<file path="src/rtl/assert_macros.svh">
`ifndef ASSERT_MACROS_SVH
`define ASSERT_MACROS_SVH

// checked only while out of reset
`define FLC_ASSERT(lbl, prop, msg) \
  lbl: assert property (@(posedge clk_i) disable iff (!rst_ni) (prop)) else $error(msg);

// checked at every edge, reset included
`define FLC_ASSERT_ALWAYS(lbl, prop, msg) \
  lbl: assert property (@(posedge clk_i) (prop)) else $error(msg);

`endif

</file>
<file path="src/rtl/flc_pkg.sv">
package flc_pkg;

  localparam int MAX_TAPS    = 16;
  localparam int SAMPLE_BITS = 16;
  localparam int VALUE_W     = 16;
  localparam int INDEX_W     = 4;
  localparam int TAPS_W      = 5;
  localparam int RESULT_W    = 36;
  localparam int PROD_W      = 2 * SAMPLE_BITS;
  localparam int LAT         = MAX_TAPS + 1;
  localparam int CNT_W       = $clog2(LAT + 1);
  localparam int TAIL_W      = $clog2(MAX_TAPS);
  localparam int ACT_W       = $clog2(MAX_TAPS + 1);

  typedef logic signed [SAMPLE_BITS-1:0] sample_t;
  typedef logic signed [RESULT_W-1:0]    result_t;

  typedef enum logic {
    OP_COEF   = 1'b0,
    OP_SAMPLE = 1'b1
  } op_e;

  typedef enum logic {
    ST_IDLE,
    ST_RUN
  } state_e;

  typedef struct packed {
    logic shift;
    logic clear;
  } chain_t;

  function automatic sample_t to_sample(logic [VALUE_W-1:0] v);
    sample_t s;
    s = '0;
    for (int i = 0; i < SAMPLE_BITS && i < VALUE_W; i++) begin
      s[i] = v[i];
    end
    return s;
  endfunction

endpackage

</file>
<file path="src/rtl/flc_cell.sv">
module flc_cell (
  input  logic             clk_i,
  input  logic             rst_ni,
  input  flc_pkg::chain_t  chain_i,
  input  logic             coef_we_i,
  input  flc_pkg::sample_t coef_i,
  input  logic             tap_en_i,
  input  flc_pkg::sample_t x_i,
  output flc_pkg::sample_t x_o,
  input  flc_pkg::result_t sum_i,
  output flc_pkg::result_t sum_o
);
  import flc_pkg::*;

  sample_t                   coef_q;
  sample_t                   x_q;
  logic signed [PROD_W-1:0]  prod_q;
  result_t                   sum_q;

  always_ff @(posedge clk_i or negedge rst_ni) begin
    if (!rst_ni) begin
      coef_q <= '0;
      x_q    <= '0;
      prod_q <= '0;
      sum_q  <= '0;
    end else begin
      if (coef_we_i) begin
        coef_q <= coef_i;
      end
      if (chain_i.clear) begin
        x_q <= '0;
      end else if (chain_i.shift) begin
        x_q <= x_i;
      end
      prod_q <= coef_q * x_q;
      sum_q  <= tap_en_i ? sum_i + RESULT_W'(prod_q) : sum_i;
    end
  end

  assign x_o   = x_q;
  assign sum_o = sum_q;

endmodule

</file>
<file path="config.mk">
export PLATFORM = sky130hd
export DESIGN_NAME = flc_cell
export DESIGN_NICKNAME = d
export VERILOG_FILES = /design/src/rtl/assert_macros.svh /design/src/rtl/flc_pkg.sv /design/src/rtl/flc_cell.sv
export SDC_FILE = /design/constraint.sdc
export NUM_CORES = 1
export LEC_CHECK = 0
export BUFFER_PORTS_ARGS = -buffer_cell sky130_fd_sc_hd__buf_2
export CAP_MARGIN = 20
export CORE_ASPECT_RATIO = 1.25
export CORE_MARGIN = 2
export CORE_UTILIZATION = 40
export CTS_CLUSTER_SIZE = 20
export DETAILED_ROUTE_END_ITERATION = 8
export HOLD_SLACK_MARGIN = 0.02
export PLACE_DENSITY_LB_ADDON = 0.05
export SYNTH_ARGS = -nofsm -noshare
export SYNTH_HDL_FRONTEND = slang
export SYNTH_SLANG_ARGS = --single-unit
</file>
<file path="constraint.sdc">
create_clock -name clk_i -period 6.2 [get_ports clk_i]
set_input_delay 0.31 -clock clk_i [delete_from_list [all_inputs] [get_ports clk_i]]
set_output_delay 0.31 -clock clk_i [all_outputs]
set_load 0.05 [all_outputs]
</file>
==> results.py, run 1 <==
metrics = {
    "outcome": {
        "run_status": "completed",
    },
    "clocking": {
        "cts_tree": "built",
        "clock_tree.buffer_depth": 2,
        "cts_root_buffer": "clkbuf_16",
        "clk_pin_slew_ps": 80,
        "h-tree-depth": 3,
        "cts_buffers": 9,
        "cts.sinks": 100,
        "clock_latency_ps": 370,
    },
    "route": {
        "ant_nets": 0,
        "postRouteWirelength_mm": 36.6,
        "dr.first_iter.drc_count": 427,
        "avgViaCountPerCell": 4.84,
        "first_pass_iters": 5,
        "wl_per_cell_um": 16.6,
        "routed-via-count": 10700,
        "drcViolationCount": 0,
    },
    "global_routing": {
        "grt_use_total": 0.195,
        "grt_pass1_wl_mm": 59.5,
        "grt.overflow.total": 0,
        "grt_max_degree": 61,
        "grt_pass1_vias": 11500,
        "antenna_found_initial": 0,
    },
    "layout": {
        "diodes": 0,
        "layout_common_cells": "320 x inv_1, 260 x fa_1, 149 x nand2_1, 127 x and2_1, 124 x buf_2",
        "layout_commonest_cell": "inv_1",
        "regArea_mm2": 0.00253,
        "finalNonFillerCells": 2210,
        "nFillCells": 3675,
        "drive_gt1_frac": 0.177,
        "multiInputGateArea_mm2": 0.0112,
        "fin_util": 0.461,
        "nets": 2173,
        "area_growth_pct": 14.1,
        "design_area_mm2": 0.0171,
    },
    "floorplan": {
        "initial_core_util": 0.404,
        "die-area_mm2": 0.0390,
        "num_rows": 79,
        "die_y_um": 220,
        "num_io_pins": 126,
        "die_x_um": 177,
        "core_area_mm2": 0.0371,
    },
    "worst_setup_path": {
        "critPathLaunch": "x_o[1]",
        "crit_required_ps": 6470,
        "r2r-start": "x_o[1]",
        "criticalPathCategory": "flop to flop",
        "path_max_fanout": 6,
        "critPathCaptureType": "flop",
        "arrival_ps": 6210,
        "cp-start-kind": "flop",
    },
    "synth": {
        "syn_inst": 1550,
        "ys_seq_area_frac": 0.167,
        "synth_cell_types": 56,
        "synth_area_leaders": "fa_1 35%, dfrtp_1 17%, ha_1 9.8%, inv_1 8.0%, and2_1 5.3%",
        "synth_edf_count": 0,
        "syn_avg_cell_area_um2": 9.66,
        "synth.top_cell.area_share": 0.352,
        "synth_top_cell_by_area": "fa_1",
        "ys_async_sr_fraction": 1.00,
        "yosysWarnings": 0,
        "syn_nets": 2004,
        "netlist_area_mm2": 0.0150,
        "synth-seq-cells": 100,
        "ys.flop_type": "dfrtp_1",
    },
    "sta": {
        "setup_viol": 0,
        "fin_crit_ps": 5940,
        "fmax_ghz": 0.168,
        "finalCritPeriodShare": 0.958,
        "worst_pin_slew_ps": 821,
        "finalClockSkew_ps": 14.9,
        "fin_tns_setup_ps": 0,
        "slew-limit-headroom": 0.453,
        "slew_viol_final": 0,
        "hold_violations": 0,
    },
    "min_path": {
        "hp-class": "input port to flop",
        "hold_start": "sum_i[35]",
    },
    "placement": {
        "hpwlAfterDp_mm": 31.1,
        "place_area_mm2": 0.0165,
        "place.gp.congestion": 0.858,
        "placed_cells": 2180,
        "io_buffers": 125,
    },
    "pwr": {
        "power.density_mw_per_mm2": 403,
        "power_leakage_nw": 8.69,
        "power.total_w": 0.00688,
        "peakVddDrop_uv": 196,
    },
    "run": {
        "cap_viol_max_count": 0,
    },
}
[power by group]
part / internal [W] / leakage, nW / switching, W
clock: 0.000320 / 0.146 / 0.000286
sequential: 0.000909 / 1.18 / 0.000107
combinational: 0.00225 / 7.37 / 0.00301
total: 0.00348 / 8.69 / 0.00340
[logic make-up (layout without fill, tap and decap cells)]
| family | after synthesis | count (layout) | share of synthesized area |
|---|---|---|---|
| XOR/XNOR | 59 | 59 | 0.0345 |
| flip-flops | 100 | 100 | 0.167 |
| buffers and inverters | 366 | 540 | 0.0918 |
| AND/OR/NAND/NOR | 405 | 405 | 0.134 |
| multiplexers | 54 | 54 | 0.0393 |
| AO/OA/AOI/OAI | 186 | 186 | 0.0840 |
| adder cells (fa/ha/maj) | 380 | 380 | 0.450 |
[area by class of cell]
class,count,area share
timing repair buffer,202,0.0715
clock inverter,7,0.00498
tap,486,0.0356
sequential,100,0.148
multi-input combinational,1084,0.656
clock buffer,9,0.0132
inverter,322,0.0707
[cell usage after synthesis (10+ instances only)]
master	count
dfrtp_1	100
a21oi_1	47
ha_1	117
mux2_2	38
xnor2_1	44
clkbuf_1	40
mux2i_1	16
inv_1	321
o21a_1	14
nand2_1	151
o21ai_0	21
nor2_1	63
a21o_1	36
nand2b_1	10
xor2_1	15
fa_1	263
nor3_1	14
and2_1	128
[worst max-delay path: stages, from the launching register on]
cell      delay [ps]
dfrtp_2          500
nand2_2          110
inv_1             80
fa_1             540
inv_1             70
fa_1             530
inv_1             50
fa_1             500
inv_1             50
fa_1             580
fa_1             440
fa_1             490
inv_1             60
ha_4             280
a21o_1           150
o21ai_1           90
nor2b_2          190
nor4b_2          300
a21oi_2           80
a31o_1           220
a21o_1           170
and3_1           140
a311oi_1         220
[layer usage]
layer / wire, µm / vias up / global-route usage
met5: 0 / - / 0
met4: 918 / 0 / 0.0548
met3: 1150 / 42 / 0.0253
met2: 17900 / 205 / 0.331
met1: 16600 / 5324 / 0.262
li1: - / 5133 / -
[through the flow]
stage	hold WS, ps	worst slack (ps)
6_report	117	258
5_1_grt	114	-24.8
4_1_cts	94.2	3.81
3_5_place_dp	327	5.55
3_3_place_gp	328	65.9
2_1_floorplan	14.4	38.0
[flip-flops by register name, indices dropped and copies added (netlist names)]
| register | flops |
|---|---|
| coef_q | 16 |
| sum_o | 36 |
| x_o | 16 |
| prod_q | 32 |
[what timing repair did]
action                                  CTS  global route
resized for setup                         1            46
hold endpoints to repair                 40             0
hold buffers                              1             0
endpoints found under the setup margin    1             9
setup buffers                             0            13
pin swaps                                 0            12
[path summary, 6_finish.rpt]
kind | endpoint | slack [ps] | cells after the start
hold / removal | sum_o[35] | 120 | 2
setup reg to reg | prod_q[31] | 260 | 22
hold reg to reg | sum_o[0] | 600 | 2
max in group asynchronous | coef_q[14] | 4490 | 3
min in group asynchronous | sum_o[31] | 460 | 2
setup / recovery | prod_q[31] | 260 | 22
(Power assumes the default switching activity.)
==> run 2, diff against run 1 <==
Settings changed: RECOVER_POWER set to 25.
==> run 2 against run 1 <==
The run now ends with max-capacitance violations, max-slew violations left. Cell count unchanged. Non-clock buffer count unchanged. Critical path type unchanged. Worst setup slack about the same. Fmax about the same.
==> results.py, run 2 (synthesis results as in run 1) <==
metrics = {
    "outcome": {
        "run_status": "complete, but fails checks",
        "violations": "max-capacitance violations, max-slew violations",
    },
    "worst_setup_path": {
        "cpPeakStageDelay_ps": 580,
        "rr_worst_depth": 22,
        "crit_chain": "nand2_2 > inv_1 > fa_1 > inv_1 > fa_1 > inv_1 > fa_1 > inv_1 > fa_1 > fa_1 > fa_1 > inv_1 > ha_4 > a21o_1 > o21ai_1 > nor2b_2 > nor4b_2 > a21oi_2 > a31o_1 > a21o_1 > and3_1 > a311oi_1",
        "path_max_fanout": 6,
        "arrival_ps": 6210,
        "r2r_setup_slack_ps": 260,
        "criticalPathCategory": "flop to flop",
        "crit_top_cell": "fa_1",
        "critPathCaptureType": "flop",
        "critPathSlowestCell": "fa_1",
        "cp-start-kind": "flop",
        "crit_required_ps": 6470,
    },
    "clocking": {
        "clock_latency_ps": 370,
        "clk_pin_slew_ps": 80,
        "h-tree-depth": 3,
        "cts.sinks": 100,
        "cts_buffers": 9,
        "cts_tree": "built",
        "clock_tree.buffer_depth": 2,
        "cts_root_buffer": "clkbuf_16",
    },
    "sta": {
        "fmax_ghz": 0.168,
        "worst_pin_slew_ps": 2250,
        "slew_viol_final": 42,
        "finalCritPeriodShare": 0.958,
        "hold_violations": 0,
        "fin_crit_ps": 5940,
        "slew-limit-headroom": -0.500,
        "fin_ws_ps": 258,
        "fin_tns_setup_ps": 0,
        "setup_viol": 0,
        "finalClockSkew_ps": 14.9,
    },
    "run": {
        "cap_viol_max_count": 1,
    },
    "pwr": {
        "power.density_mw_per_mm2": 403,
        "power_leakage_nw": 8.69,
        "peakVddDrop_uv": 196,
    },
    "layout": {
        "diodes": 0,
        "drive_gt1_frac": 0.176,
        "area_growth_pct": 14.1,
        "layout_common_cells": "320 x inv_1, 260 x fa_1, 149 x nand2_1, 127 x and2_1, 124 x buf_2",
        "layout_commonest_cell": "inv_1",
        "largest_reg_flops": 36,
        "fin_util": 0.461,
        "nets": 2173,
    },
    "route": {
        "drcViolationCount": 0,
        "ant_nets": 0,
        "first_pass_iters": 5,
        "postRouteWirelength_mm": 36.6,
        "routed-via-count": 10700,
        "avgViaCountPerCell": 4.84,
        "dr.first_iter.drc_count": 427,
        "wl_per_cell_um": 16.5,
    },
    "floorplan": {
        "die_x_um": 177,
        "num_io_pins": 126,
        "initial_core_util": 0.404,
        "die-area_mm2": 0.0390,
        "num_rows": 79,
        "die_y_um": 220,
        "core_area_mm2": 0.0371,
    },
    "global_routing": {
        "grt.overflow.total": 0,
        "grt_pass1_wl_mm": 59.5,
        "grt_pass1_vias": 11500,
        "antenna_found_initial": 0,
        "grt_use_total": 0.195,
        "grt_max_degree": 61,
    },
    "placement": {
        "hpwlAfterDp_mm": 31.1,
        "dp_slack_ps": 5.55,
        "place.gp.congestion": 0.858,
        "io_buffers": 125,
    },
    "min_path": {
        "min_delay_path_depth": 2,
        "hp-class": "input port to flop",
    },
}
==> run 2: metrics by stage <==
stage	hold slack, ps	area, µm²	power, W	std cells
6_report	117	17100	0.00688	2210
4_1_cts	94.2	16800	0.00678	2197
3_5_place_dp	327	16500	0.00612	2180
5_1_grt	114	17100	0.00768	2210
2_1_floorplan	14.4	15000	0.00489	1550
3_3_place_gp	328	16500	0.00612	2180
==> run 2: worst paths after layout <==
kind / start / endpoint
min: sum_i[35] / sum_o[35]
min in group asynchronous: rst_ni / sum_o[31]
max: x_o[1] / prod_q[31]
max in group asynchronous: rst_ni / coef_q[14]
max reg2reg: x_o[1] / prod_q[31]
min reg2reg: prod_q[0] / sum_o[0]
==> run 2: metal layers <==
layer / vias to the layer above / wire (µm) / global-route usage
met5: - / 0 / 0
met4: 0 / 918 / 0.0548
met3: 42 / 1150 / 0.0253
met2: 207 / 17900 / 0.331
met1: 5324 / 16600 / 0.262
li1: 5133 / - / -
==> run 2: final cells by class <==
class	instances	area, µm²
sequential	100	2530
multi-input combinational	1084	11200
timing repair buffer	202	1220
tap	486	608
clock buffer	9	225
inverter	322	1210
fill	3677	20000
clock inverter	7	85.1
==> run 2: timing repair <==
item / in CTS / in global routing
hold buffers: 1 / 0
hold endpoints to repair: 40 / 0
resized for setup: 1 / 46
pin swaps: 0 / 12
setup buffers: 0 / 13
setup endpoints to repair: 1 / 9
==> run 2: worst max-delay path, delay by kind of cell (launching register included) <==
family | cells | cell delay, ps
DFF | 1 | 500
adders and majority gates | 7 | 3360
and+or+nand+nor | 4 | 740
buffers and inverters | 5 | 310
AOI/OAI and AO/OA | 6 | 930
==> run 2: report_power, final <==
| group | internal (W) | switching [W] | total (W) |
|---|---|---|---|
| sequential | 0.000909 | 0.000107 | 0.00102 |
| clock | 0.000320 | 0.000286 | 0.000606 |
| combinational | 0.00225 | 0.00301 | 0.00526 |
| total | 0.00348 | 0.00340 | 0.00688 |
==> run 3, diff against run 2 <==
Settings changed: CORE_UTILIZATION 40 to 57.
==> run 3 against run 2 <==
The flow now finishes without violations. Routed wire length down 9.9%. Largest cell class unchanged. Combinational power down 2%. Flip-flop and latch count unchanged. Sequential power about the same. Cell count down 7.0%. Non-clock buffer count down 8. Clock skew up 1.6 ps. Global-route usage up 5.3 points. Critical path type unchanged.
==> results.py, run 3 (synthesis results as in run 1) <==
metrics = {
    "pwr": {
        "swShare": 0.495,
        "clock_power_share": 0.081,
        "pwr-share-comb": 0.768,
        "power.density_mw_per_mm2": 401,
        "p_int_w": 0.00340,
        "power.total_w": 0.00674,
        "power_leakage_nw": 8.67,
        "pwr-share-seq": 0.151,
        "peakVddDrop_uv": 246,
        "netSwitchingPower_w": 0.00334,
    },
    "sta": {
        "slew_viol_final": 0,
        "hold_slack_ps": 150,
        "fin_ws_ps": 219,
        "fin_crit_ps": 5980,
        "hold_violations": 0,
        "rsz0062_at_grt": "yes",
        "setup_viol": 0,
        "slew-limit-headroom": 0.452,
        "finalCritPeriodShare": 0.965,
        "worst_pin_slew_ps": 822,
        "fmax_ghz": 0.167,
        "finalClockSkew_ps": 16.5,
    },
    "route": {
        "dr.first_iter.drc_count": 494,
        "wl_per_cell_um": 16.0,
        "postRouteWirelength_mm": 32.9,
        "ant_nets": 0,
        "routed-via-count": 10900,
        "avgViaCountPerCell": 5.32,
        "first_pass_iters": 5,
        "drcViolationCount": 0,
    },
    "layout": {
        "finalNonFillerCells": 2056,
        "nFillCells": 2196,
        "largest_reg_flops": 36,
        "layout_common_cells": "321 x inv_1, 262 x fa_1, 150 x nand2_1, 127 x and2_1, 124 x buf_2",
        "layout_commonest_cell": "inv_1",
        "nets": 2165,
        "multiInputGateArea_mm2": 0.0112,
        "area_growth_pct": 12.3,
        "drive_gt1_frac": 0.166,
        "regArea_mm2": 0.00252,
        "diodes": 0,
    },
    "worst_setup_path": {
        "r2r-start": "x_o[5]",
        "arrival_ps": 6250,
        "cp-start-kind": "flop",
        "rr_worst_depth": 22,
        "critPathCaptureType": "flop",
        "r2r_setup_slack_ps": 220,
        "criticalPathCategory": "flop to flop",
        "path_max_fanout": 9,
        "r2r-end": "prod_q[31]",
        "crit_required_ps": 6470,
    },
    "clocking": {
        "clk_pin_slew_ps": 80,
        "clock_tree.buffer_depth": 2,
        "cts_root_buffer": "clkbuf_16",
        "cts_buffers": 9,
        "clock_latency_ps": 360,
        "h-tree-depth": 3,
        "cts_tree": "built",
        "cts.sinks": 100,
    },
    "floorplan": {
        "die-area_mm2": 0.0276,
        "die_y_um": 185,
        "core_area_mm2": 0.0259,
        "num_rows": 66,
        "die_x_um": 149,
        "initial_core_util": 0.577,
        "num_io_pins": 126,
    },
    "min_path": {
        "hold_start": "sum_i[35]",
        "min_delay_path_depth": 2,
        "hp-class": "input port to flop",
        "holdPathEnd": "sum_o[35]",
    },
    "placement": {
        "hpwlAfterDp_mm": 27.6,
        "io_buffers": 125,
        "dp_slack_ps": 21.1,
        "placed_cells": 2023,
        "place.gp.congestion": 0.882,
    },
    "global_routing": {
        "antenna_found_initial": 0,
        "grt_pass1_wl_mm": 54.4,
        "grt.overflow.total": 0,
        "grt_max_degree": 53,
        "grt_use_total": 0.248,
        "grt_pass1_vias": 11400,
    },
    "outcome": {
        "run_status": "completed",
    },
    "run": {
        "cap_viol_max_count": 0,
    },
}
[run 3: worst max-delay path by stage]
stage                    from         end  slack [ps]  depth (start not counted)
CTS                    x_o[6]  prod_q[31]           3                         22
floorplan              x_o[3]  prod_q[30]          40                         20
global placement    coef_q[9]  prod_q[31]         120                         21
detailed placement     x_o[6]  prod_q[31]          20                         22
finish                 x_o[5]  prod_q[31]         220                         22
global route        coef_q[6]  prod_q[31]         -40                         22
[run 3: area by class of cell]
cell class | count | area share
inverters | 322 | 0.0719
repair buffers | 194 | 0.0715
clock buffers | 10 | 0.0136
well taps | 340 | 0.0253
flip-flops and latches | 100 | 0.150
clock inverters | 6 | 0.00290
multi-input cells | 1084 | 0.665
[run 3: critical path: stages (launching register included)]
cell and delay, ps:
dfrtp_2 440, buf_4 180, and2_1 160, fa_1 510
inv_1 50, fa_1 480, fa_1 520, inv_1 60
fa_1 490, fa_1 490, inv_1 40, fa_1 470
inv_1 40, ha_1 280, a21o_1 160, a2111oi_2 60
o31a_1 110, nor3_1 390, a21oi_1 180, a31o_1 230
a21o_1 170, and3_1 150, a311oi_2 230
[run 3: power by group through the flow]
stage	combinational, W	sequential, W	clock, W
floorplan	0.00350	0.00139	0
global placement	0.00488	0.00103	0
detailed placement	0.00497	0.00104	0
CTS	0.00501	0.00102	0.000563
global route	0.00589	0.00104	0.000582
finish	0.00518	0.00102	0.000546
[run 3: stage by stage]
stage	util	TNS, ps	cell area, µm²
after floorplan	-	0	15000
after global placement	0.628	0	16300
after detailed placement	0.628	0	16300
after CTS	0.639	0	16600
after global routing	0.648	-64.8	16800
final	0.648	0	16800
[run 3: repair_timing]
item	4_1_cts	5_1_grt
hold buffers	1	0
endpoints found under the hold margin	16	0
setup endpoints to repair	0	9
gates resized for setup	0	35
buffers inserted	0	16
[run 3: metal layers]
metal,vias to the layer above,global-route usage,share of wire
met5,-,0,0
met4,0,0.0739,0.028
li1,5118,-,-
met1,5446,0.332,0.44
met2,298,0.425,0.49
met3,69,0.0298,0.049
