--- config.mk ---
export PLATFORM = sky130hd
export DESIGN_NAME = flc_ctrl_flat
export DESIGN_NICKNAME = d
export VERILOG_FILES = /design/src/rtl/flc_pkg.sv /design/src/rtl/flc_intf.sv /design/src/rtl/flc_ctrl.sv /design/src/flat_wrapper.sv
export VERILOG_INCLUDE_DIRS = /design/src /design/src/rtl
export SDC_FILE = /design/constraint.sdc
export NUM_CORES = 1
export LEC_CHECK = 0
export BUFFER_PORTS_ARGS = -buffer_cell sky130_fd_sc_hd__buf_2
export CAP_MARGIN = 20
export CORE_MARGIN = 1.5
export CORE_UTILIZATION = 30
export DETAILED_ROUTE_END_ITERATION = 8
export PLACE_DENSITY_LB_ADDON = 0.12
export SYNTH_ARGS = -nofsm -noshare
export SYNTH_HDL_FRONTEND = slang
export SYNTH_SLANG_ARGS = --single-unit
--- constraint.sdc ---
create_clock -name clk_i -period 2.4 [get_ports clk_i]
set_input_delay 0.36 -clock clk_i [delete_from_list [all_inputs] [get_ports clk_i]]
set_output_delay 0.36 -clock clk_i [all_outputs]
set_load 0.01 [all_outputs]
--- src/rtl/assert_macros.svh ---
`ifndef ASSERT_MACROS_SVH
`define ASSERT_MACROS_SVH

// checked only while out of reset
`define FLC_ASSERT(lbl, prop, msg) \
  lbl: assert property (@(posedge clk_i) disable iff (!rst_ni) (prop)) else $error(msg);

// checked at every edge, reset included
`define FLC_ASSERT_ALWAYS(lbl, prop, msg) \
  lbl: assert property (@(posedge clk_i) (prop)) else $error(msg);

`endif

--- src/rtl/flc_pkg.sv ---
package flc_pkg;

  localparam int MAX_TAPS    = 16;
  localparam int SAMPLE_BITS = 16;
  localparam int VALUE_W     = 16;
  localparam int INDEX_W     = 4;
  localparam int TAPS_W      = 5;
  localparam int RESULT_W    = 36;
  localparam int PROD_W      = 2 * SAMPLE_BITS;
  localparam int LAT         = MAX_TAPS + 1;
  localparam int CNT_W       = $clog2(LAT + 1);
  localparam int TAIL_W      = $clog2(MAX_TAPS);
  localparam int ACT_W       = $clog2(MAX_TAPS + 1);

  typedef logic signed [SAMPLE_BITS-1:0] sample_t;
  typedef logic signed [RESULT_W-1:0]    result_t;

  typedef enum logic {
    OP_COEF   = 1'b0,
    OP_SAMPLE = 1'b1
  } op_e;

  typedef enum logic {
    ST_IDLE,
    ST_RUN
  } state_e;

  typedef struct packed {
    logic shift;
    logic clear;
  } chain_t;

  function automatic sample_t to_sample(logic [VALUE_W-1:0] v);
    sample_t s;
    s = '0;
    for (int i = 0; i < SAMPLE_BITS && i < VALUE_W; i++) begin
      s[i] = v[i];
    end
    return s;
  endfunction

endpackage

--- src/rtl/flc_intf.sv ---
interface flc_in_if;
  import flc_pkg::*;
  logic                      valid;
  logic                      ready;
  logic                      op;
  logic [INDEX_W-1:0]        coeff_index;
  logic signed [VALUE_W-1:0] value;
  logic                      last_sample;
  modport source (output valid, op, coeff_index, value, last_sample, input ready);
  modport sink   (input valid, op, coeff_index, value, last_sample, output ready);
endinterface

interface flc_out_if;
  import flc_pkg::*;
  logic                       valid;
  logic                       ready;
  logic signed [RESULT_W-1:0] result;
  logic                       last_result;
  modport source (output valid, result, last_result, input ready);
  modport sink   (input valid, result, last_result, output ready);
endinterface


--- src/rtl/flc_ctrl.sv ---
`include "assert_macros.svh"

module flc_ctrl (
  input  logic                     clk_i,
  input  logic                     rst_ni,
  flc_in_if.sink                   in_i,
  flc_out_if.source                out_o,
  input  logic [flc_pkg::ACT_W-1:0] taps_i,
  input  flc_pkg::result_t         sum_i,
  output flc_pkg::chain_t          chain_o,
  output flc_pkg::sample_t         shift_in_o,
  output logic                     coef_wr_o
);
  import flc_pkg::*;

  state_e            state_q, state_d;
  logic [CNT_W-1:0]  cnt_q, cnt_d;
  logic [TAIL_W-1:0] tails_q, tails_d;
  logic              last_q, last_d;
  logic              out_valid_q;
  result_t           res_q;
  logic              res_last_q;
  logic              slot_free;
  logic              cap;

  assign in_i.ready = (state_q == ST_IDLE);
  assign slot_free  = !out_valid_q || out_o.ready;

  always_comb begin
    state_d    = state_q;
    cnt_d      = cnt_q;
    tails_d    = tails_q;
    last_d     = last_q;
    chain_o    = '0;
    shift_in_o = '0;
    coef_wr_o  = 1'b0;
    cap        = 1'b0;
    unique case (state_q)
      ST_IDLE: begin
        if (in_i.valid) begin
          if (in_i.op == OP_SAMPLE) begin
            chain_o.shift = 1'b1;
            shift_in_o    = to_sample(in_i.value);
            tails_d       = in_i.last_sample ? TAIL_W'(taps_i - 1'b1) : '0;
            last_d        = in_i.last_sample;
            cnt_d         = '0;
            state_d       = ST_RUN;
          end else begin
            coef_wr_o = 1'b1;
          end
        end
      end
      ST_RUN: begin
        if (cnt_q != CNT_W'(LAT)) begin
          cnt_d = cnt_q + 1'b1;
        end else if (slot_free) begin
          cap = 1'b1;
          if (tails_q != '0) begin
            chain_o.shift = 1'b1;
            tails_d       = tails_q - 1'b1;
            cnt_d         = '0;
          end else begin
            chain_o.clear = last_q;
            state_d       = ST_IDLE;
          end
        end
      end
    endcase
  end

  always_ff @(posedge clk_i or negedge rst_ni) begin
    if (!rst_ni) begin
      state_q     <= ST_IDLE;
      cnt_q       <= '0;
      tails_q     <= '0;
      last_q      <= 1'b0;
      out_valid_q <= 1'b0;
    end else begin
      state_q <= state_d;
      cnt_q   <= cnt_d;
      tails_q <= tails_d;
      last_q  <= last_d;
      if (cap) begin
        out_valid_q <= 1'b1;
      end else if (out_o.ready) begin
        out_valid_q <= 1'b0;
      end
    end
  end

  always_ff @(posedge clk_i) begin
    if (cap) begin
      res_q      <= sum_i;
      res_last_q <= last_q && (tails_q == '0);
    end
  end

  assign out_o.valid       = out_valid_q;
  assign out_o.result      = res_q;
  assign out_o.last_result = res_last_q;

  `FLC_ASSERT_ALWAYS(a_shift_clear_excl, !(chain_o.shift && chain_o.clear), "shift and clear together")
  `FLC_ASSERT(a_tails_bound, (state_q == ST_RUN) |-> (tails_q < taps_i), "tail count out of range")
  `FLC_ASSERT(a_no_tail_mid, (state_q == ST_RUN && !last_q) |-> (tails_q == '0), "tail without last")
  `FLC_ASSERT(a_final_idle, (cap && tails_q == '0) |=> (state_q == ST_IDLE), "no return to idle")

endmodule

--- src/flat_wrapper.sv ---
// flat-port wrapper written by rule: the top's interface ports become plain ports
module flc_ctrl_flat import flc_pkg::*;
  (clk_i, rst_ni, taps_i, sum_i, chain_o, shift_in_o, coef_wr_o, in_i_valid, in_i_op, in_i_coeff_index, in_i_value, in_i_last_sample, in_i_ready, out_o_valid, out_o_result, out_o_last_result, out_o_ready);
  flc_in_if in_i_i ();
  flc_out_if out_o_i ();
  input  logic clk_i;
  input  logic rst_ni;
  input  logic [flc_pkg::ACT_W-1:0] taps_i;
  input  flc_pkg::result_t sum_i;
  output flc_pkg::chain_t chain_o;
  output flc_pkg::sample_t shift_in_o;
  output logic coef_wr_o;
  input wire logic [$bits(in_i_i.valid)-1:0] in_i_valid;
  input wire logic [$bits(in_i_i.op)-1:0] in_i_op;
  input wire logic [$bits(in_i_i.coeff_index)-1:0] in_i_coeff_index;
  input wire logic [$bits(in_i_i.value)-1:0] in_i_value;
  input wire logic [$bits(in_i_i.last_sample)-1:0] in_i_last_sample;
  output wire logic [$bits(in_i_i.ready)-1:0] in_i_ready;
  output wire logic [$bits(out_o_i.valid)-1:0] out_o_valid;
  output wire logic [$bits(out_o_i.result)-1:0] out_o_result;
  output wire logic [$bits(out_o_i.last_result)-1:0] out_o_last_result;
  input wire logic [$bits(out_o_i.ready)-1:0] out_o_ready;
  assign in_i_i.valid = in_i_valid;
  assign in_i_i.op = in_i_op;
  assign in_i_i.coeff_index = in_i_coeff_index;
  assign in_i_i.value = in_i_value;
  assign in_i_i.last_sample = in_i_last_sample;
  assign in_i_ready = in_i_i.ready;
  assign out_o_valid = out_o_i.valid;
  assign out_o_result = out_o_i.result;
  assign out_o_last_result = out_o_i.last_result;
  assign out_o_i.ready = out_o_ready;
  flc_ctrl u_core (.clk_i(clk_i), .rst_ni(rst_ni), .in_i(in_i_i), .out_o(out_o_i), .taps_i(taps_i), .sum_i(sum_i), .chain_o(chain_o), .shift_in_o(shift_in_o), .coef_wr_o(coef_wr_o));
endmodule
==> impl_results.md, run 1 <==
* Starting Density at between 30% and 40%
* Cts bufs inserted at 5
* Clk pin slew, worst setup/hold paths at 90 ps
* DP Cell Count at ~340
* Initial drt markers at 81
* Max Freq at 0.4440 GHz
* Finished layout cell area at about 2800 sq um
* Worst skew pair latency at 290 ps
* Post-route ant nets at 0
* Post-synthesis adder-cell area fraction at under 10%
* Chip Width at roughly 85 um
* Setup Skew at between 6 and 7 ps
* Top Ports at 125
* Die Ht at 84.95 um
* Synth Area in XOR/XNOR at under 10%
* Final Setup Violations at 0
* Hpwl dp at 3357 um
* Max-cap viol count at 0
* DRC Markers at 11
* First-pass GRT wire length at about 6800 um
* Syn Area/Cell at between 10 and 15 sq um
* P_leak at between 1 and 1.5 nW
* Seq/Total Area, Yosys at a little over two thirds
* Unrepaired setup endpoints after global routing: false
* Vias per inst at 4.362
* Final Cycle Share at about 94%
* Primary FF master, synth: edfxtp_1
* PortBufs at about 120
* Routed length per instance at 12.60 um
* Main combinational cell family by area after synthesis: simple AND/OR/NAND/NOR gates
* Core box area at about 6400 sq um
* Total Power at roughly 2.3 mW
* Yosys top cell area share at between 50% and 60%
* Power per cell area at 825.9 nW/um^2
* HP Class: in2reg
* Crit start category: flip-flop
* Worst vdd rail ir drop at 422.3 uV
* Cell count after synthesis at between 100 and 150
* Finished Core Util at between 40% and 50%
* Post-layout nets at between 300 and 400
* WP data arrival at 1890 ps
* Vias post-DR at roughly 1,500
* Synth Net Count at between 200 and 250
* Share of layout cells above drive strength 1 at approximately 50%
* Status: finished with violations
* Fin crit period at 2252 ps
* Multiplexer share of the synthesized area at less than 1%
* Vias in the first global route at between 1,000 and 1,500
* Critical Path RT at approximately 2000 ps
* Setup slack after placement at around 360 ps
* Max H-tree Level at 2
* Num Clock Sinks at 49
* ANT cells at 0
* Synth Area in Simple Gates at between 10% and 20%
* Mapped Area at 2014 sq um
* Complex-gate fraction of the synthesized area at under 10%
* Initial DRT Pass Iterations at 6
* Asr flop ratio synth at approximately a quarter
* Final Max Tran Viols at 0
* Worst-margin pin slew at between 300 and 400 ps
* Fin Setup TNS at 0 ps
* Area leader, netlist: edfxtp_1
* Synth area leaders: edfxtp_1 (55%), dfrtp_1 (15%), and2_1 (5.6%)
* Final Hold Fails at 0
* Routability cong. at between 0.7 and 0.8
* Die area at about 7000 sq um
* Fill cell count at roughly 600
* Crit-path max FO at 10
* Hold slack at roughly 230 ps
* Remaining global-route overflow at 0
* Layout area overhead at 40.68%
* Finished Layout Cells at 348
* CTS tree: yes
* Critical path capture point type: output pin
* Row count at 29
* Slew headroom at about three quarters
* Post-synthesis register bit count at 49
* Dpl cell area at 2726 sq um
* Warning count from the yosys run at 0
* Total track usage at 12.03%
* CTS root buf: clkbuf_8
* CTS max path bufs at 2
* Failing checks: DRC
* Post-Route WL at between 4000 and 5000 um
* Largest net degree at the start of global routing at 38
* Number of enable flip-flop cells after synthesis at 37
* Worst setup margin at 147.7 ps
* Count of different cell masters after synthesis at 34
* Setup Fix Bufs, Post-CTS at 0
* Antenna violations before repair at 0
* CP Class: reg2out
## power breakdown
group | total, mW | switching [mW] | internal (mW)
combinational | 0.694 | 0.356 | 0.337
clock | 0.477 | 0.270 | 0.207
sequential | 1.17 | 0.106 | 1.06
total | 2.34 | 0.733 | 1.61
## area by class of cell
type / count / area, sq um / area share (%)
Sequential cell: 49 / 1411 / 49.80
Timing Repair Buffer: 124 / 648.1 / 22.87
Multi-Input combinational cell: 83 / 558.0 / 19.69
Tap cell: 77 / 96.34 / 3.400
Clock buffer: 5 / 68.82 / 2.428
Inverter: 7 / 30.03 / 1.060
Clock inverter: 3 / 21.27 / 0.7506
## worst max-delay path: stages, from the launching register on
cell        delay, ps
dfrtp_1           420
inv_1              60
ha_1              190
and4bb_2          310
nand3_1           180
clkinvlp_4        140
and2_1            160
buf_2             130
## synthesized netlist by cell type, types with 2 or more instances
library cell / number
xor2_1: 2
ha_1: 4
nand2_1: 6
nor3b_1: 3
nor2_1: 6
nand3_1: 6
and3_1: 2
dfrtp_1: 12
xnor2_1: 2
inv_1: 7
a21oi_1: 4
and2_1: 18
nand2b_1: 2
nor3_1: 2
edfxtp_1: 37
clkbuf_1: 2
a22o_1: 3
o21ai_1: 3
nand3b_1: 2
o21ai_0: 6
## timing repair
item | CTS | global route
endpoints found under the setup margin | 0 | 2
hold endpoints to repair | 12 | 0
resized for setup | 0 | 2
hold buffers | 1 | 0
## cells by family after synthesis
group / count (synthesis)
XOR/XNOR: 4
multiplexers: 1
buffers and inverters: 11
AO/OA/AOI/OAI: 23
flip-flops: 49
AND/OR/NAND/NOR: 51
adder cells (fa/ha/maj): 4
## registers in the layout, indices dropped and copies added, names as in the netlist
name                      cells
u_core.out_o.valid            1
u_core.cnt_q                  5
u_core.tails_q                4
u_core.last_q                 1
u_core.state_q                1
u_core.out_o.result          36
u_core.out_o.last_result      1
## final timing paths
| path | endpoint | slack, ps | startpoint | cells past startpoint |
|---|---|---|---|---|
| worst max-delay path | chain_o[0] | 150 | u_core.cnt_q[1] | 7 |
| min in group asynchronous | u_core.tails_q[0] | 470 | rst_ni | 2 |
| worst min-delay path | u_core.out_o.result[24] | 230 | sum_i[24] | 1 |
| worst min register to register | u_core.last_q | 480 | u_core.last_q | 2 |
| max in group asynchronous | u_core.cnt_q[1] | 1710 | rst_ni | 2 |
| worst max register to register | u_core.out_o.result[18] | 520 | u_core.cnt_q[1] | 6 |
## metal layers
metal	routed length [um]	track usage, %
met3	364	3.988
met5	0	0
met4	36	2.981
met2	2033	18.18
met1	1950	16.75
## layout by cell type, fill, tap and decap left out, types with 2 or more instances in the layout
cell type,netlist,layout
buf_2,0,119
edfxtp_1,37,37
and2_1,18,18
dfrtp_1,12,12
inv_1,7,6
nand3_1,6,6
o21ai_0,6,6
nor2_1,6,6
nand2_1,6,6
clkbuf_8,0,5
a21oi_1,4,4
ha_1,4,4
nor3b_1,3,3
o21ai_1,3,3
a22o_1,3,3
buf_4,1,3
nand2b_1,2,2
a21oi_4,1,2
clkinvlp_4,0,2
and3_1,2,2
nand3b_1,2,2
xor2_1,2,2
nor3_1,2,2
xnor2_1,2,2
(Power assumes the default switching activity.)
==> inputs of run 2 (changes only) <==
--- a/config.mk
+++ b/config.mk
@@ -11,6 +11,7 @@
 export CORE_MARGIN = 1.5
 export CORE_UTILIZATION = 30
 export DETAILED_ROUTE_END_ITERATION = 8
+export GPL_TIMING_DRIVEN = 0
 export PLACE_DENSITY_LB_ADDON = 0.12
 export SYNTH_ARGS = -nofsm -noshare
 export SYNTH_HDL_FRONTEND = slang
==> run 2 against run 1 <==
Effect of this change:
- the flow still finishes with violations (DRC)
- final area grew 0.88%
- first-iteration DRC count shrank 11%
- total power grew 1.6%
- via count grew 2.3%
- combinational power grew 2%
- largest power group unchanged
- sequential power is essentially flat
- routed wire length grew 7.1%
- critical endpoint unchanged
- critical path type unchanged
- register-to-register slack lost 100 ps
- utilization grew 0.39 points
- die area is the same
- clock power grew 2%
- cell count grew 0.86%
==> impl_results.md, run 2 (synthesized netlist as in run 1, its figures left out) <==
* Crit start category: flip-flop
* Post-Route WL at 4697 um (+7.1%)
* Max-cap viol count at 0 (unchanged)
* Routed length per instance at 13.38 um (+6.2%)
* Hold Path End: u_core.out_o.result[19]
* Initial DRT Pass Iterations at 6 (unchanged)
* Routability cong. at 0.7431 (+3.2%)
* Critical path capture point type: output pin
* Top Ports at 125 (unchanged)
* Max Freq at 0.4401 GHz (-0.89%)
* Clk pin slew, worst setup/hold paths at 90 ps (about the same)
* Finished Core Util at 44.52% (+0.39 points)
* Unrepaired setup endpoints after global routing: false
* Worst R2R End: u_core.out_o.result[32]
* Chip Width at 84.95 um (unchanged)
* Vias post-DR at 1,553 (+2.3%)
* Worst setup margin at 127.6 ps (-20.16 ps)
* P_leak at 1.328 nW (+0.68%)
* Reg2reg setup slack at 420 ps (-100 ps)
* Crit-path max FO at 10 (unchanged)
* Post-route ant nets at 0 (unchanged)
* Final Setup Violations at 0 (unchanged)
* Total Power at 2.378 mW (+1.6%)
* CP Launch Point: u_core.cnt_q[0]
* Vias per inst at 4.425 (+1.4%)
* Setup Skew at 5.894 ps (-0.1504 ps)
* Die area at 7216 sq um (unchanged)
* R2r worst-path depth at 5 (-1)
* CP Class: reg2out
* Hpwl dp at 3427 um (+2.1%)
* HP Class: in2reg
* Worst vdd rail ir drop at 402.5 uV (-4.7%)
* CTS tree: yes
* Critical Path RT at 2040 ps (about the same)
* Worst-margin pin slew at 427.8 ps (+69.92 ps)
* WHS Path Cells at 1 (unchanged)
* Max H-tree Level at 2 (unchanged)
* Cts bufs inserted at 5 (unchanged)
* Hold path start: sum_i[19]
* CTS root buf: clkbuf_8
* Post-layout nets at 344 (+0.88%)
* Initial drt markers at 72 (-11%)
* Most frequent cells in the layout: buf_2 (119), edfxtp_1 (37), and2_1 (18)
* CTS max path bufs at 2 (unchanged)
* Setup slack after placement at -424.5 ps (-784.5 ps)
* Finished Layout Cells at 351 (+0.86%)
* Status: finished with violations
* Antenna violations before repair at 0 (unchanged)
* Most common cell after layout, fill and taps aside: buf_2
* Total track usage at 12.60% (+0.57 points)
* FF-to-FF Start: u_core.cnt_q[0]
* Fin crit period at 2272 ps (+20.17 ps)
* Row count at 29 (unchanged)
* Core box area at 6422 sq um (unchanged)
* Vias in the first global route at 1,400 (+0.29%)
* Final Hold Fails at 0 (unchanged)
* Largest net degree at the start of global routing at 20 (-47%)
* Die Ht at 84.95 um (unchanged)
* Power per cell area at 831.6 nW/um^2 (+0.69%)
* WP data arrival at 1910 ps (+20 ps)
* DRC Markers at 11 (unchanged)
* Num Clock Sinks at 49 (unchanged)
* Layout area overhead at 41.93%
* Worst skew pair latency at 300 ps (about the same)
* Largest register FFs at 36 (unchanged)
* Slew headroom at 71.42% (-4.7 points)
* DP Cell Count at 339 (unchanged)
* ANT cells at 0 (unchanged)
* PortBufs at 119 (unchanged)
* Slowest stage delay, CP at 450 ps (+30 ps)
* Worst-path cell with the longest stage delay: dfrtp_2
* First-pass GRT wire length at 7127 um (+4.1%)
* Remaining global-route overflow at 0 (unchanged)
* Starting Density at 31.37% (unchanged)
* Final Cycle Share at 94.69% (+0.84 points)
* Failing checks: DRC
* Crit-path cells: ha_1, and4bb_1, buf_4, nand3_2, clkinvlp_4, and2_1, buf_2
* Final Max Tran Viols at 0 (unchanged)
* Share of layout cells above drive strength 1 at 51.09% (+0.91 points)
-- run 2: metrics by stage --
step | hold WS, ps | cell area, sq um | setup TNS (ps)
2_1_floorplan | 64.41 | 2018 | 0
3_3_place_gp | 268.2 | 2710 | -394.4
3_5_place_dp | 265.4 | 2710 | -512.7
4_1_cts | 219.8 | 2835 | 0
5_1_grt | 210.0 | 2859 | 0
6_report | 227.5 | 2859 | 0
-- run 2: worst max path at each step --
| stage | end | slack, ps | depth (start not counted) |
|---|---|---|---|
| final | chain_o[0] | 130 | 7 |
| after global routing | chain_o[0] | 6 | 8 |
| after CTS | chain_o[0] | 90 | 7 |
| after detailed placement | chain_o[0] | -420 | 7 |
| after global placement | chain_o[0] | -390 | 7 |
| after floorplan | chain_o[0] | 50 | 6 |
-- run 2: cell type report --
cell class,instances,area (sq um)
fillers,639,3563
repair buffers,122,620.6
flip-flops and latches,49,1413
inverters,7,30.03
clock inverters,3,21.27
well taps,77,96.34
repair inverters,1,7.507
multi-input cells,83,574.3
clock buffers,5,68.82
plain buffers,4,27.53
-- run 2: worst max-delay path: cells and delay by family, from the launching register on --
family	cells	cell delay (ps)
simple gates	3	510
buf+inv	3	420
fa+ha+maj	1	230
flops	1	450
-- run 2: routing by layer --
layer	routed length, um	vias to the layer above	track usage, %
met4	36	0	3.577
li1	-	771	-
met1	2106	719	17.39
met5	0	-	0
met3	378	5	3.405
met2	2175	58	19.55
-- run 2: power by group --
part	internal (mW)	switching, mW
Sequential	1.07	0.115
Clock	0.207	0.281
Combinational	0.344	0.366
Total	1.62	0.761
-- run 2: timing repair --
action                     CTS  global route
setup buffers                1             1
gates resized for setup      3             5
hold buffers                 1             0
hold endpoints to repair    12             0
gates cloned                 1             0
setup endpoints to repair   39             2
